## config.mk

```make
export PLATFORM = sky130hd
export DESIGN_NAME = ycbcr_to_rgb_pixel_converter
export DESIGN_NICKNAME = d
export VERILOG_FILES = /design/src/yrgb_pkg.sv /design/src/yrgb_issue.sv /design/src/yrgb_arith.sv /design/src/yrgb_clamp.sv /design/src/ycbcr_to_rgb_pixel_converter.sv
export SDC_FILE = /design/constraint.sdc
export NUM_CORES = 1
export LEC_CHECK = 0
export ABC_AREA = 1
export BUFFER_PORTS_ARGS = -buffer_cell sky130_fd_sc_hd__buf_2
export CAP_MARGIN = 20
export CORE_UTILIZATION = 50
export DETAILED_ROUTE_END_ITERATION = 16
export GPL_TIMING_DRIVEN = 0
export PLACE_DENSITY = 0.72
export SLEW_MARGIN = 20
export SYNTH_ARGS = -nofsm -noshare
export SYNTH_HDL_FRONTEND = slang
export SYNTH_SLANG_ARGS = --single-unit
```

## constraint.sdc

```tcl
create_clock -name clk -period 4.7 [get_ports clk]
set_clock_uncertainty 0.05 [all_clocks]
set_input_delay 0.94 -clock clk [delete_from_list [all_inputs] [get_ports clk]]
set_output_delay 0.94 -clock clk [all_outputs]
set_load 0.01 [all_outputs]
```

## src/yrgb_pkg.sv

```systemverilog
// Shared types and constants for the YCbCr to RGB pixel converter.
// No dependencies; every other file in src refers to this package by scoped names.
package yrgb_pkg;

  // Source format codes held in the configuration register
  localparam logic FMT_PACKED = 1'b0;  // 4:2:2 pair, two pixels per request
  localparam logic FMT_BLOCK  = 1'b1;  // 4:2:0 two by two block, four pixels

  // Final pixel index of a request in each format
  localparam logic [1:0] LAST_IDX_PACKED = 2'd1;
  localparam logic [1:0] LAST_IDX_BLOCK  = 2'd3;

  localparam int PROD_W = 18;  // coefficient products
  localparam int SUM_W  = 20;  // rounded component sums

  localparam logic [8:0] LUMA_OFS   = 9'd16;
  localparam logic [8:0] CHROMA_OFS = 9'd128;

  localparam logic signed [PROD_W-1:0] COEF_Y  = 18'sd298;
  localparam logic signed [PROD_W-1:0] COEF_RE = 18'sd409;
  localparam logic signed [PROD_W-1:0] COEF_GD = 18'sd100;
  localparam logic signed [PROD_W-1:0] COEF_GE = 18'sd208;
  localparam logic signed [PROD_W-1:0] COEF_BD = 18'sd516;
  localparam logic signed [SUM_W-1:0]  ROUND   = 20'sd128;

  localparam logic [7:0] ALPHA_PACKED = 8'hFF;
  localparam logic [7:0] ALPHA_BLOCK  = 8'h00;
  localparam logic [7:0] COMP_MAX     = 8'hFF;
  localparam logic [7:0] COMP_MIN     = 8'h00;

  typedef struct packed {
    logic [7:0] luma0;
    logic [7:0] luma1;
    logic [7:0] luma2;
    logic [7:0] luma3;
    logic [7:0] chroma_blue;
    logic [7:0] chroma_red;
  } in_item_t;

  typedef struct packed {
    logic [7:0] red;
    logic [7:0] green;
    logic [7:0] blue;
    logic [7:0] alpha;
    logic       lower_row;
    logic       column;
    logic       last_of_item;
  } out_item_t;

  // Per-pixel tags that ride along the pipeline
  typedef struct packed {
    logic blk;
    logic lower_row;
    logic column;
    logic last;
  } tag_t;

  typedef struct packed {
    logic              valid;
    tag_t              tag;
    logic signed [8:0] c;
    logic signed [8:0] d;
    logic signed [8:0] e;
  } stage1_t;

  typedef struct packed {
    logic                     valid;
    tag_t                     tag;
    logic signed [PROD_W-1:0] yc;
    logic signed [PROD_W-1:0] re;
    logic signed [PROD_W-1:0] gd;
    logic signed [PROD_W-1:0] ge;
    logic signed [PROD_W-1:0] bd;
  } stage2_t;

  typedef struct packed {
    logic                    valid;
    tag_t                    tag;
    logic signed [SUM_W-1:0] r;
    logic signed [SUM_W-1:0] g;
    logic signed [SUM_W-1:0] b;
  } stage3_t;

endpackage

```

## src/yrgb_issue.sv

```systemverilog
// Request holder and pixel issue stage: splits one request into pixels, one per cycle.
// Depends on yrgb_pkg.
module yrgb_issue (
  input  logic              clk,
  input  logic              rst_n,
  input  logic              start,
  input  logic              fmt,
  input  yrgb_pkg::in_item_t in_item,
  output logic              busy,
  output yrgb_pkg::stage1_t s1
);

  yrgb_pkg::in_item_t item_r;
  logic               blk_r;
  logic               act_r;
  logic [1:0]         idx_r;
  logic [1:0]         idx_nxt;
  logic               act_nxt;
  logic               is_last;
  logic               accept;
  logic [7:0]         luma_sel;
  yrgb_pkg::stage1_t  s1_r;
  yrgb_pkg::stage1_t  s1_nxt;

  assign is_last = blk_r ? (idx_r == yrgb_pkg::LAST_IDX_BLOCK)
                         : (idx_r == yrgb_pkg::LAST_IDX_PACKED);
  // Free again in the cycle the final pixel issues
  assign busy    = act_r && !is_last;
  assign accept  = start && !busy;

  always_comb begin
    unique case (idx_r)
      2'd0:    luma_sel = item_r.luma0;
      2'd1:    luma_sel = item_r.luma1;
      2'd2:    luma_sel = item_r.luma2;
      default: luma_sel = item_r.luma3;
    endcase
  end

  always_comb begin
    act_nxt = act_r;
    idx_nxt = idx_r;
    priority if (accept) begin
      act_nxt = 1'b1;
      idx_nxt = 2'd0;
    end else if (act_r && is_last) begin
      act_nxt = 1'b0;
    end else if (act_r) begin
      idx_nxt = idx_r + 2'd1;
    end
  end

  always_comb begin
    s1_nxt.valid         = act_r;
    s1_nxt.tag.blk       = blk_r;
    s1_nxt.tag.lower_row = idx_r[1];
    s1_nxt.tag.column    = idx_r[0];
    s1_nxt.tag.last      = is_last;
    s1_nxt.c = $signed({1'b0, luma_sel} - yrgb_pkg::LUMA_OFS);
    s1_nxt.d = $signed({1'b0, item_r.chroma_blue} - yrgb_pkg::CHROMA_OFS);
    s1_nxt.e = $signed({1'b0, item_r.chroma_red} - yrgb_pkg::CHROMA_OFS);
  end

  always_ff @(posedge clk) begin
    if (!rst_n) begin
      act_r <= 1'b0;
      idx_r <= 2'd0;
    end else begin
      act_r <= act_nxt;
      idx_r <= idx_nxt;
    end
  end

  always_ff @(posedge clk) begin
    if (accept) begin
      item_r <= in_item;
      blk_r  <= fmt;
    end
  end

  always_ff @(posedge clk) begin
    if (!rst_n) begin
      s1_r.valid <= 1'b0;
    end else begin
      s1_r <= s1_nxt;
    end
  end

  assign s1 = s1_r;

endmodule

```

## src/yrgb_arith.sv

```systemverilog
// Matrix stages: coefficient products, then the three rounded component sums.
// Depends on yrgb_pkg.
module yrgb_arith (
  input  logic              clk,
  input  logic              rst_n,
  input  yrgb_pkg::stage1_t s1,
  output yrgb_pkg::stage3_t s3
);

  yrgb_pkg::stage2_t s2_r;
  yrgb_pkg::stage2_t s2_nxt;
  yrgb_pkg::stage3_t s3_r;
  yrgb_pkg::stage3_t s3_nxt;

  always_comb begin
    s2_nxt.valid = s1.valid;
    s2_nxt.tag   = s1.tag;
    s2_nxt.yc = yrgb_pkg::PROD_W'(yrgb_pkg::PROD_W'(s1.c) * yrgb_pkg::COEF_Y);
    s2_nxt.re = yrgb_pkg::PROD_W'(yrgb_pkg::PROD_W'(s1.e) * yrgb_pkg::COEF_RE);
    s2_nxt.gd = yrgb_pkg::PROD_W'(yrgb_pkg::PROD_W'(s1.d) * yrgb_pkg::COEF_GD);
    s2_nxt.ge = yrgb_pkg::PROD_W'(yrgb_pkg::PROD_W'(s1.e) * yrgb_pkg::COEF_GE);
    s2_nxt.bd = yrgb_pkg::PROD_W'(yrgb_pkg::PROD_W'(s1.d) * yrgb_pkg::COEF_BD);
  end

  always_comb begin
    s3_nxt.valid = s2_r.valid;
    s3_nxt.tag   = s2_r.tag;
    s3_nxt.r = yrgb_pkg::SUM_W'(s2_r.yc) + yrgb_pkg::SUM_W'(s2_r.re) + yrgb_pkg::ROUND;
    s3_nxt.g = yrgb_pkg::SUM_W'(s2_r.yc) - yrgb_pkg::SUM_W'(s2_r.gd)
             - yrgb_pkg::SUM_W'(s2_r.ge) + yrgb_pkg::ROUND;
    s3_nxt.b = yrgb_pkg::SUM_W'(s2_r.yc) + yrgb_pkg::SUM_W'(s2_r.bd) + yrgb_pkg::ROUND;
  end

  always_ff @(posedge clk) begin
    if (!rst_n) begin
      s2_r.valid <= 1'b0;
      s3_r.valid <= 1'b0;
    end else begin
      s2_r <= s2_nxt;
      s3_r <= s3_nxt;
    end
  end

  assign s3 = s3_r;

endmodule

```

## src/yrgb_clamp.sv

```systemverilog
// Output stage: shift, clamp to 0..255, alpha and tags, registered pixel and strobe.
// Depends on yrgb_pkg.
module yrgb_clamp (
  input  logic                clk,
  input  logic                rst_n,
  input  yrgb_pkg::stage3_t   s3,
  output logic                strobe,
  output yrgb_pkg::out_item_t pixel
);

  logic                strobe_r;
  yrgb_pkg::out_item_t pixel_r;
  yrgb_pkg::out_item_t pixel_nxt;

  function automatic logic [7:0] clamp8(input logic signed [yrgb_pkg::SUM_W-1:0] s);
    logic [7:0] v;
    begin
      priority if (s[yrgb_pkg::SUM_W-1]) begin
        v = yrgb_pkg::COMP_MIN;
      end else if (|s[yrgb_pkg::SUM_W-2:16]) begin
        v = yrgb_pkg::COMP_MAX;
      end else begin
        v = s[15:8];
      end
      return v;
    end
  endfunction

  always_comb begin
    pixel_nxt.red          = clamp8(s3.r);
    pixel_nxt.green        = clamp8(s3.g);
    pixel_nxt.blue         = clamp8(s3.b);
    pixel_nxt.alpha        = s3.tag.blk ? yrgb_pkg::ALPHA_BLOCK : yrgb_pkg::ALPHA_PACKED;
    pixel_nxt.lower_row    = s3.tag.lower_row;
    pixel_nxt.column       = s3.tag.column;
    pixel_nxt.last_of_item = s3.tag.last;
  end

  always_ff @(posedge clk) begin
    if (!rst_n) begin
      strobe_r <= 1'b0;
    end else begin
      strobe_r <= s3.valid;
    end
  end

  always_ff @(posedge clk) begin
    pixel_r <= pixel_nxt;
  end

  assign strobe = strobe_r;
  assign pixel  = pixel_r;

endmodule

```

## src/ycbcr_to_rgb_pixel_converter.sv

```systemverilog
// Pixels pass the c/d/e, product, sum and output registers in turn and follow one a cycle.
// In packed 4:2:2 mode a request gives two pixels, in 4:2:0 block mode four, all through
//   the single-pixel output port; busy drops in the cycle the last pixel issues.
// Reset (rst_n low, synchronous): pipeline emptied, format set to packed 4:2:2.
// The receiver cannot stall: each pixel is on out_pixel for one cycle with out_strobe.
// Depends on yrgb_pkg, yrgb_issue, yrgb_arith, yrgb_clamp.
module ycbcr_to_rgb_pixel_converter (
  input  logic                clk,
  input  logic                rst_n,
  // request channel
  input  logic                start,
  output logic                busy,
  input  yrgb_pkg::in_item_t  in_item,
  // pixel channel
  output logic                out_strobe,
  output yrgb_pkg::out_item_t out_pixel,
  // configuration
  input  logic                cfg_we,
  input  logic                cfg_wdata
);

  // Source format register; the issue stage latches it with each request,
  // so a write only affects requests taken afterwards.
  logic fmt_r;

  // Stage 1: register c, d, e for one pixel. Stages 2-3: products, sums.
  // Stage 4: clamp into the output register.
  yrgb_pkg::stage1_t s1;
  yrgb_pkg::stage3_t s3;

  always_ff @(posedge clk) begin
    if (!rst_n) begin
      fmt_r <= yrgb_pkg::FMT_PACKED;
    end else if (cfg_we) begin
      fmt_r <= cfg_wdata;
    end
  end

  // Hold the request and advance through its pixels one per cycle
  yrgb_issue u_issue (
    .clk     (clk),
    .rst_n   (rst_n),
    .start   (start),
    .fmt     (fmt_r),
    .in_item (in_item),
    .busy    (busy),
    .s1      (s1)
  );

  // Multiply by the BT.601 coefficients, then round and sum each component
  yrgb_arith u_arith (
    .clk   (clk),
    .rst_n (rst_n),
    .s1    (s1),
    .s3    (s3)
  );

  // Drop the fraction, clamp to 8 bits and present the pixel
  yrgb_clamp u_clamp (
    .clk    (clk),
    .rst_n  (rst_n),
    .s3     (s3),
    .strobe (out_strobe),
    .pixel  (out_pixel)
  );

endmodule
```

==> results of run 1 <==
worst max-delay path by stage:
stage                                  startpoint  slack (ps)                         end
after floorplan           u_issue.s1[7]$_DFFE_PP_         580  u_arith.s2_r[69]$_DFFE_PP_
after global placement    u_issue.s1[7]$_DFFE_PP_         160  u_arith.s2_r[69]$_DFFE_PP_
after detailed placement  u_issue.s1[7]$_DFFE_PP_         140  u_arith.s2_r[69]$_DFFE_PP_
after CTS                 u_issue.s1[7]$_DFFE_PP_         110  u_arith.s2_r[69]$_DFFE_PP_
after global routing      u_issue.s1[3]$_DFFE_PP_         100  u_arith.s2_r[69]$_DFFE_PP_
final                     u_issue.s1[3]$_DFFE_PP_         310  u_arith.s2_r[69]$_DFFE_PP_
registers in the layout, indices dropped and copies added (netlist names):
name            cells
fmt_r               1
u_issue.s1         30
u_clamp.strobe      1
u_clamp.pixel      28
u_issue.blk_r       1
u_issue.act_r       1
u_arith.s2_r       80
u_issue.idx_r       2
u_issue.item_r     48
u_arith.s3         41
stage by stage:
step | setup slack, ps | power [mW]
finish | 314 | 11.9
global route | 102 | 12.9
floorplan | 579 | 8.38
global placement | 158 | 9.75
CTS | 110 | 11.9
detailed placement | 136 | 9.88
metal layers:
metal / up-vias / track usage (%) / wire [um]
met4: 0 / 5.85 / 791
met1: 5006 / 22.8 / 13000
met5: - / 0 / 0
met3: 56 / 2.81 / 1410
li1: 5604 / - / -
met2: 213 / 31.8 / 13800
cell usage after synthesis, types with 3 or more instances:
cell      instances
ha_1            227
o21bai_1          6
nand2_1         314
a21oi_1          70
nand4_1          24
buf_4             7
inv_2             4
nor2_4            3
a22o_1            4
and2_1            8
o21ai_0          47
a31oi_1          10
clkbuf_1          7
xnor2_1          22
fa_1             52
nand3_1          65
or3_1             3
nand3_2           6
inv_1           335
nand2_4           6
o22ai_1           4
a21o_1            4
edfxtp_1        197
xor2_1           54
nor3_1           10
nor2_1           62
nand2_2          23
a21boi_0          3
dfxtp_1          36
nor2_2           17
final cells by class:
class,instances,area share [%]
flip-flops and latches,233,37.4
clock buffers,32,4.20
clock inverters,15,0.669
inverters,339,7.16
plain buffers,14,0.444
repair buffers,96,3.04
multi-input cells,1055,44.3
well taps,396,2.79
logic make-up after synthesis:
family | Yosys count | share of synthesized area (%)
buffers and inverters | 353 | 8.52
XOR/XNOR | 77 | 4.30
AND/OR/NAND/NOR | 544 | 15.5
flip-flops | 233 | 41.8
AO/OA/AOI/OAI | 155 | 5.43
adder cells (fa/ha/maj) | 279 | 24.5
power by group:
| part | switching (mW) | internal [mW] |
|---|---|---|
| sequential | 0.287 | 3.11 |
| combinational | 4.08 | 2.44 |
| clock | 0.797 | 1.18 |
==> results.md, run 1 <==
- Most used DFF post-synth: edfxtp_1
- CP cell instances: ha_1 > ha_1 > inv_1 > fa_1 > inv_1 > fa_1 > fa_1 > ha_1 > a21oi_1 > nand2_1 > a21boi_0 > o21ai_0 > a31oi_1 > xor2_1
- Initial Utilization: between 50% and 60%
- Count of cell types in the netlist: 39
- Setup crit start kind: flop
- Crit path buf inv count: 2
- Ant. Diodes: 0
- Drt drc: 0
- I/O pins: 90
- Vias: between 10k and 15k
- Final hold vios: 0
- GRT Total Usage: 18.1%
- Synthesis-stage register bit count: roughly 230
- Grt ovf: 0
- Seq/Total Area, Yosys: between 40% and 50%
- Post-synth EDFFs: 197
- P per Cell Area: ~670 mW/mm2
- R2R setup slack: approximately 310 ps
- Die Wd: 180 um
- Worst r2r src: u_issue.s1[3]$_DFFE_PP_
- Fmax: 228 MHz
- CTS tree: done
- Layout cell share with drive strength beyond 1: 11.8%
- Slew margin rel.: approximately 55%
- CP delay by family, top: adder cells
- Number of nets with antenna violations after routing: 0
- Hold path endpoint: u_clamp.pixel[2]$_DFF_P_
- FF-to-FF path depth: 14
- Seq. cell area: around 0.0066 mm2
- Vias per cell: between 4 and 5
- Post-Place Cells: about 2.1k
- Synth top area share: a little under two fifths
- P&R area growth vs syn: 12.0%
- Slew Viols, Final: 0
- Core region area: 0.0309 mm2
- WHS Path Cells: 0
- CTS hold repair buffers: 0
- Worst Tran Pin Value: 679 ps
- Hold wc startpoint: u_arith.s3[62]$_DFFE_PP_
- Post-Layout Cell Count: approximately 2.2k
- Crit path depth: 14
- Drt pass-1 iters: 5
- Die ar.: 0.0324 mm2
- Site Rows: 64
- Top cell type by total area after synthesis: edfxtp_1
- Initial drt markers: ~420
- Dominant cells by area after synthesis: edfxtp_1 37%, ha_1 18%, inv_1 7.9%
- FF-to-FF End: u_arith.s2_r[69]$_DFFE_PP_
- Arrival time at the worst endpoint: about 4600 ps
- Setup crit end kind: flop
- Layout filler cell count: between 2k and 3k
- Setup CP Type: flop to flop
- Area of the multi-input gates: slightly below 0.008 mm2
- Post-CTS Setup Bufs: 0
- WP data required: between 4000 and 5000 ps
- Ys Warns: 0
- Avg Cell Area, Syn: ~9.7 um2
- Worst hold slack: about 290 ps
- Crit path max fanout: 6
- Max-cap violation count: 0
- Net Count, Synth: 1,973
- Unrepaired setup endpoints after global routing: no
- Final Net Count: approximately 2.1k
- Vias in the first global route: about 10k
- Routed WL per cell: around 13 um
- Largest net degree at the start of global routing: 84
- Routability cong.: roughly 0.89
- Bufs on Longest Clock Path: 3
- CTS Root Buffer Type: clkbuf_16
- Placed cell area: ~0.017 mm2
- Finished Core Util: between 50% and 60%
- Clk_lat worst skew: 540 ps
- Post_cts resized: 0
- CTS Buf Count: 26
- Commonest non-fill, non-tap cell in the layout: inv_1
- Total Neg Setup Slack: 0 ps
- First-pass GRT wire length: about 48,000 um
- Post-synthesis cell count: ~1.6k
- Design area: between 0.015 and 0.02 mm2
- Minimum clock period: 4390 ps
- Commonest non-fill, non-tap cells in the layout: 334 x inv_1, 314 x nand2_1, 227 x ha_1
- Ys async rst share: 0%
- PortBufs: between 80 and 90
- Die height: about 180 um
- Mapped Area: approximately 0.016 mm2
- Clk sinks: ~230
- DPL Wire Length: 23,200 um
- Crit share post-route: between 90% and 100%
- Routed wire length: just under 30,000 um
- H-tree Lvls: 1
- Final-report setup violation count: 0
- Initial antenna violation count: 0
- LEAKAGE: 8.89 nW
- Worst Hold Class: flop to flop
- CP peak stage delay: between 500 and 600 ps
- Clock transition at path regs: ~60 ps
- Peak supply drop: ~0.45 mV
- CP max stage cell: edfxtp_1
- Status: complete, no violations
No activity file was read; power rests on OpenSTA's default activity.
==> run 2, diff against run 1 <==
==> constraint.sdc (replaced) <==
create_clock -name clk -period 4.7 [get_ports clk]
set_clock_uncertainty 0.05 [all_clocks]
set_input_delay 0 -clock clk [delete_from_list [all_inputs] [get_ports clk]]
set_output_delay 0 -clock clk [all_outputs]
set_load 0.01 [all_outputs]
==> results.md, run 2 (same netlist as run 1, synthesis figures left out) <==
- Worst Tran Pin Value: 665 ps (-14.0 ps)
- CTS tree: done
- Initial antenna violation count: 0 (unchanged)
- CTS Root Buffer Type: clkbuf_16
- Clk sinks: 233 (unchanged)
- Routability cong.: 0.892 (unchanged)
- Largest net degree at the start of global routing: 84 (unchanged)
- Drt drc: 0 (unchanged)
- Grt ovf: 0 (unchanged)
- Worst hold slack: 107 ps (-182 ps)
- CTS Buf Count: 26 (unchanged)
- Vias in the first global route: 10.8k (+3.8%)
- Commonest non-fill, non-tap cells in the layout: 334 x inv_1, 314 x nand2_1, 227 x ha_1
- Number of nets with antenna violations after routing: 0 (unchanged)
- WP data required: 4940 ps (about the same)
- Final hold vios: 0 (unchanged)
- Clock transition at path regs: 60 ps (about the same)
- P per Cell Area: 652 mW/mm2 (-2.5%)
- Routed wire length: 30,700 um (+5.8%)
- Die height: 180 um (unchanged)
- Drt pass-1 iters: 5 (unchanged)
- PortBufs: 89 (unchanged)
- Arrival time at the worst endpoint: 4620 ps (about the same)
- Vias per cell: 5.02 (+0.55%)
- Biggest register: u_arith.s2_r
- DPL Wire Length: 23,200 um (unchanged)
- Routed WL per cell: 13.7 um (+3.3%)
- Clk_lat worst skew: 550 ps (about the same)
- Slew Viols, Final: 0 (unchanged)
- Final-report setup violation count: 0 (unchanged)
- Status: complete, no violations
- Worst Hold Class: input port to flop
- Fmax: 228 MHz (about the same)
- I/O pins: 90 (unchanged)
- Minimum clock period: 4390 ps (+2.89 ps)
- Setup crit start kind: flop
- Site Rows: 64 (unchanged)
- Crit path max fanout: 6 (unchanged)
- Core region area: 0.0309 mm2 (unchanged)
- GRT Total Usage: 19.1% (+1.0 points)
- Setup crit end kind: flop
- Unrepaired setup endpoints after global routing: no
- WHS Path Cells: 2 (+2)
- Die ar.: 0.0324 mm2 (unchanged)
- Max-cap violation count: 0 (unchanged)
- First-pass GRT wire length: 50,200 um (+5.2%)
- FF-to-FF path depth: 14 (unchanged)
- Total Neg Setup Slack: 0 ps (unchanged)
- Setup CP Type: flop to flop
- Vias: 11.2k (+3.0%)
- Crit share post-route: 93.4% (about the same)
- Ant. Diodes: 0 (unchanged)
- P&R area growth vs syn: 15.3%
- Initial Utilization: 51.3% (unchanged)
- Peak supply drop: 0.449 mV (-0.62%)
- Commonest non-fill, non-tap cell in the layout: inv_1
- Bufs on Longest Clock Path: 3 (unchanged)
- Layout cell share with drive strength beyond 1: 11.5% (-0.34 points)
- Die Wd: 180 um (unchanged)
- Slew margin rel.: 55.7% (+0.93 points)
- Layout filler cell count: 2,577 (-2.9%)
- Largest register FFs: 80 (unchanged)
- Finished Core Util: 59.2% (+1.7 points)
- LEAKAGE: 9.11 nW (+2.5%)
- Final Net Count: 2,150 (+2.5%)
- H-tree Lvls: 1 (unchanged)
- Initial drt markers: 478 (+15%)
-- run 2: cell count changes in the layout (fill, tap and decap cells not counted), sizes merged --
| cell | change |
|---|---|
| dlygate4sd3 | +53 |
-- run 2: power breakdown --
| part | total (mW) | internal (mW) | switching, mW |
|---|---|---|---|
| clock | 1.99 | 1.18 | 0.804 |
| combinational | 6.56 | 2.47 | 4.09 |
| sequential | 3.39 | 3.11 | 0.287 |
| total | 11.9 | 6.75 | 5.18 |
-- run 2: worst max-delay path: stages (launching register included) --
cell,delay [ps]
edfxtp_1,530
ha_1,420
ha_1,300
inv_1,50
fa_1,500
inv_1,50
fa_1,400
fa_1,440
ha_1,360
a21oi_1,160
nand2_1,120
a21boi_0,270
o21ai_0,190
a31oi_1,200
xor2_1,90
-- run 2: worst paths after layout --
kind                                 start                      endpoint  slack [ps]
setup / recovery   u_issue.s1[3]$_DFFE_PP_    u_arith.s2_r[69]$_DFFE_PP_         310
setup reg to reg   u_issue.s1[3]$_DFFE_PP_    u_arith.s2_r[69]$_DFFE_PP_         310
hold reg to reg   u_arith.s3[62]$_DFFE_PP_      u_clamp.pixel[2]$_DFF_P_         290
hold / removal                 in_item[15]  u_issue.item_r[15]$_DFFE_PP_         110
-- run 2: per-layer routing --
metal  part of all wire, %  track usage [%]  routed length (um)  up-vias
met5                     0                0                   0        -
met4                   2.7             6.12                 841        0
met3                   5.3             3.01                1620       62
met2                    49             34.2               14900      273
met1                    43             23.5               13300     5162
li1                      -                -                   -     5708
-- run 2: what timing repair did --
action	4_1_cts	5_1_grt
hold buffers	53	0
hold endpoints to repair	142	0
setup buffers	0	5
endpoints found under the setup margin	0	3
resized for setup	0	0
-- run 2: stage by stage --
| stage | cell area (um2) | std cells | setup WS (ps) | total power, mW |
|---|---|---|---|---|
| 6_report | 18300 | 2233 | 311 | 11.9 |
| 5_1_grt | 18300 | 2233 | 102 | 13.0 |
| 4_1_cts | 18300 | 2228 | 110 | 12.0 |
| 3_5_place_dp | 16900 | 2128 | 136 | 9.88 |
| 3_3_place_gp | 16800 | 2126 | 158 | 9.75 |
| 2_1_floorplan | 15900 | 1641 | 579 | 8.38 |
-- run 2: area by class of cell --
class | count | area, um2 | share of cell area (%)
Buffer | 14 | 78.8 | 0.431
Clock buffer | 32 | 746 | 4.08
Clock inverter | 15 | 119 | 0.650
Inverter | 339 | 1270 | 6.95
Multi-Input combinational cell | 1055 | 7880 | 43.1
Sequential cell | 233 | 6640 | 36.3
Tap cell | 396 | 495 | 2.71
Timing Repair Buffer | 149 | 1070 | 5.85
==> run 3, diff against run 2 <==
Settings changed: PLACE_DENSITY 0.72 to default, PLACE_DENSITY_LB_ADDON from default to 0.25.
==> results.md, run 3 (same netlist as run 1, synthesis figures left out) <==
- Initial drt markers: 421 (-12%)
- Switching power: 5.30 mW (+2.3%)
- Vias per cell: 4.95 (-1.3%)
- Routed wire length: 31,100 um (+1.2%)
- Die ar.: 0.0324 mm2 (unchanged)
- Worst hold slack: 92.0 ps (-15.2 ps)
- Commonest non-fill, non-tap cells in the layout: 334 x inv_1, 314 x nand2_1, 227 x ha_1
- Sw Share: 44.1% (+0.73 points)
- Design area: 0.0182 mm2 (-0.29%)
- Internal cell power: 6.70 mW (-0.74%)
- Setup CP Type: flop to flop
- Unrepaired setup endpoints after global routing: no
- Clk_lat worst skew: 550 ps (about the same)
- Fmax: 226 MHz (-0.66%)
- Layout filler cell count: 2,583 (+0.23%)
- Drt pass-1 iters: 7 (+2)
- Die Wd: 180 um (unchanged)
- Layout cell share with drive strength beyond 1: 11.3% (-0.20 points)
- Largest register FFs: 80 (unchanged)
- Post-Layout Cell Count: 2,230 (-0.13%)
- Biggest register: u_arith.s2_r
- Routed WL per cell: 13.9 um (+1.4%)
- DPL Wire Length: 23,500 um (+1.3%)
- Clk sinks: 233 (unchanged)
- Vias in the first global route: 10.9k (+0.80%)
- Site Rows: 64 (unchanged)
- Final hold vios: 0 (unchanged)
- CTS Buf Count: 26 (unchanged)
- GRT Total Usage: 19.6% (+0.54 points)
- CTS Root Buffer Type: clkbuf_16
- P&R area growth vs syn: 15.0%
- Initial antenna violation count: 0 (unchanged)
- Vias: 11.0k (-1.4%)
- Placed cell area: 0.0169 mm2 (unchanged)
- Slew Viols, Final: 0 (unchanged)
- Clock transition at path regs: 70 ps (about the same)
- Arrival time at the worst endpoint: 4650 ps (+30 ps)
- Die height: 180 um (unchanged)
- Post_cts resized: 0 (unchanged)
- Number of nets with antenna violations after routing: 0 (unchanged)
- Final Net Count: 2,146 (-0.19%)
- CTS tree: done
- Sequential power share: 28.3% (about the same)
- Worst Hold Class: input port to flop
- PortBufs: 89 (unchanged)
- H-tree Lvls: 1 (unchanged)
- Status: complete, no violations
- Crit share post-route: 94.0% (+0.62 points)
- Initial Utilization: 51.3% (unchanged)
- WP data required: 4930 ps (about the same)
- Slew margin rel.: 54.5% (-1.1 points)
- Final-report setup violation count: 0 (unchanged)
- Core region area: 0.0309 mm2 (unchanged)
- Setup crit end kind: flop
- Total Neg Setup Slack: 0 ps (unchanged)
- First-pass GRT wire length: 51,600 um (+2.8%)
- Minimum clock period: 4420 ps (+29.2 ps)
- Post-Place Cells: 2,128 (unchanged)
- Routability cong.: 0.924 (+3.6%)
- Setup crit start kind: flop
- Ant. Diodes: 0 (unchanged)
- Worst Tran Pin Value: 682 ps (+16.7 ps)
- P per Cell Area: 658 mW/mm2 (+0.86%)
- I/O pins: 90 (unchanged)
- Comb pwr share: 55.1% (+0.2 points)
- Clock share of power: 16.6% (about the same)
- Peak supply drop: 0.484 mV (+7.8%)
- Max-cap violation count: 0 (unchanged)
- Largest net degree at the start of global routing: 88 (+4.8%)
- Crit path max fanout: 6 (unchanged)
- Grt ovf: 0 (unchanged)
- LEAKAGE: 9.07 nW (-0.45%)
- Bufs on Longest Clock Path: 3 (unchanged)
- Commonest non-fill, non-tap cell in the layout: inv_1
- Drt drc: 0 (unchanged)
## run 3: cell types whose count changed in the layout (fill, tap and decap cells not counted), sizes merged
cell	change
clkinv	-4
inv	+2
buf	-3
clkinvlp	+1
dlygate4sd3	-1
clkbuf	+2
## run 3: path summary, 6_finish.rpt
check | end | cells after the start | from | slack, ps
hold / removal | u_issue.item_r[27]$_DFFE_PP_ | 2 | in_item[27] | 90
hold reg to reg | u_clamp.pixel[2]$_DFF_P_ | 0 | u_arith.s3[62]$_DFFE_PP_ | 290
setup / recovery | u_arith.s2_r[69]$_DFFE_PP_ | 14 | u_issue.s1[3]$_DFFE_PP_ | 280
setup reg to reg | u_arith.s2_r[69]$_DFFE_PP_ | 14 | u_issue.s1[3]$_DFFE_PP_ | 280
## run 3: area by class of cell
type / instances / area (um2) / share of cell area, %
clock buffers: 34 / 711 / 3.90
flip-flops and latches: 233 / 6640 / 36.4
repair buffers: 145 / 1040 / 5.69
clock inverters: 14 / 133 / 0.727
plain buffers: 14 / 78.8 / 0.432
inverters: 339 / 1270 / 6.97
multi-input cells: 1055 / 7880 / 43.2
well taps: 396 / 495 / 2.72
## run 3: what timing repair did
item / CTS / global route
buffers inserted: 0 / 2
hold buffers: 52 / 0
hold endpoints to repair: 149 / 0
endpoints found under the setup margin: 0 / 3
## run 3: routing by layer
metal / track usage [%] / wire length [um]
met3: 2.73 / 1380
met2: 35.3 / 15100
met1: 24.5 / 13800
met5: 0 / 0
met4: 5.95 / 793
## run 3: through the flow
step	total power, mW	setup WS, ps	utilization [%]
after floorplan	8.38	579	-
after detailed placement	9.99	50.1	54.6
after CTS	12.1	31.0	59.0
after global placement	9.84	160	54.4
after global routing	13.1	76.5	59.0
final	12.0	282	59.0
## run 3: critical path, cell delays in order (launching register included)
cell      delay, ps
edfxtp_1        530
ha_1            420
ha_1            290
inv_1            50
fa_1            490
inv_1            50
fa_1            400
fa_1            440
ha_1            360
a21oi_1         150
nand2_1         120
a21boi_0        300
o21ai_0         200
a31oi_1         200
xor2_1           90
## run 3: power groups by stage
stage                     Combinational, mW  Sequential [mW]  Clock (mW)
after floorplan                        5.04             3.34           0
after global placement                 6.39             3.44           0
final                                  6.61             3.40        1.99
after detailed placement               6.54             3.45           0
after global routing                   7.57             3.44        2.10
after CTS                              6.64             3.41        2.02
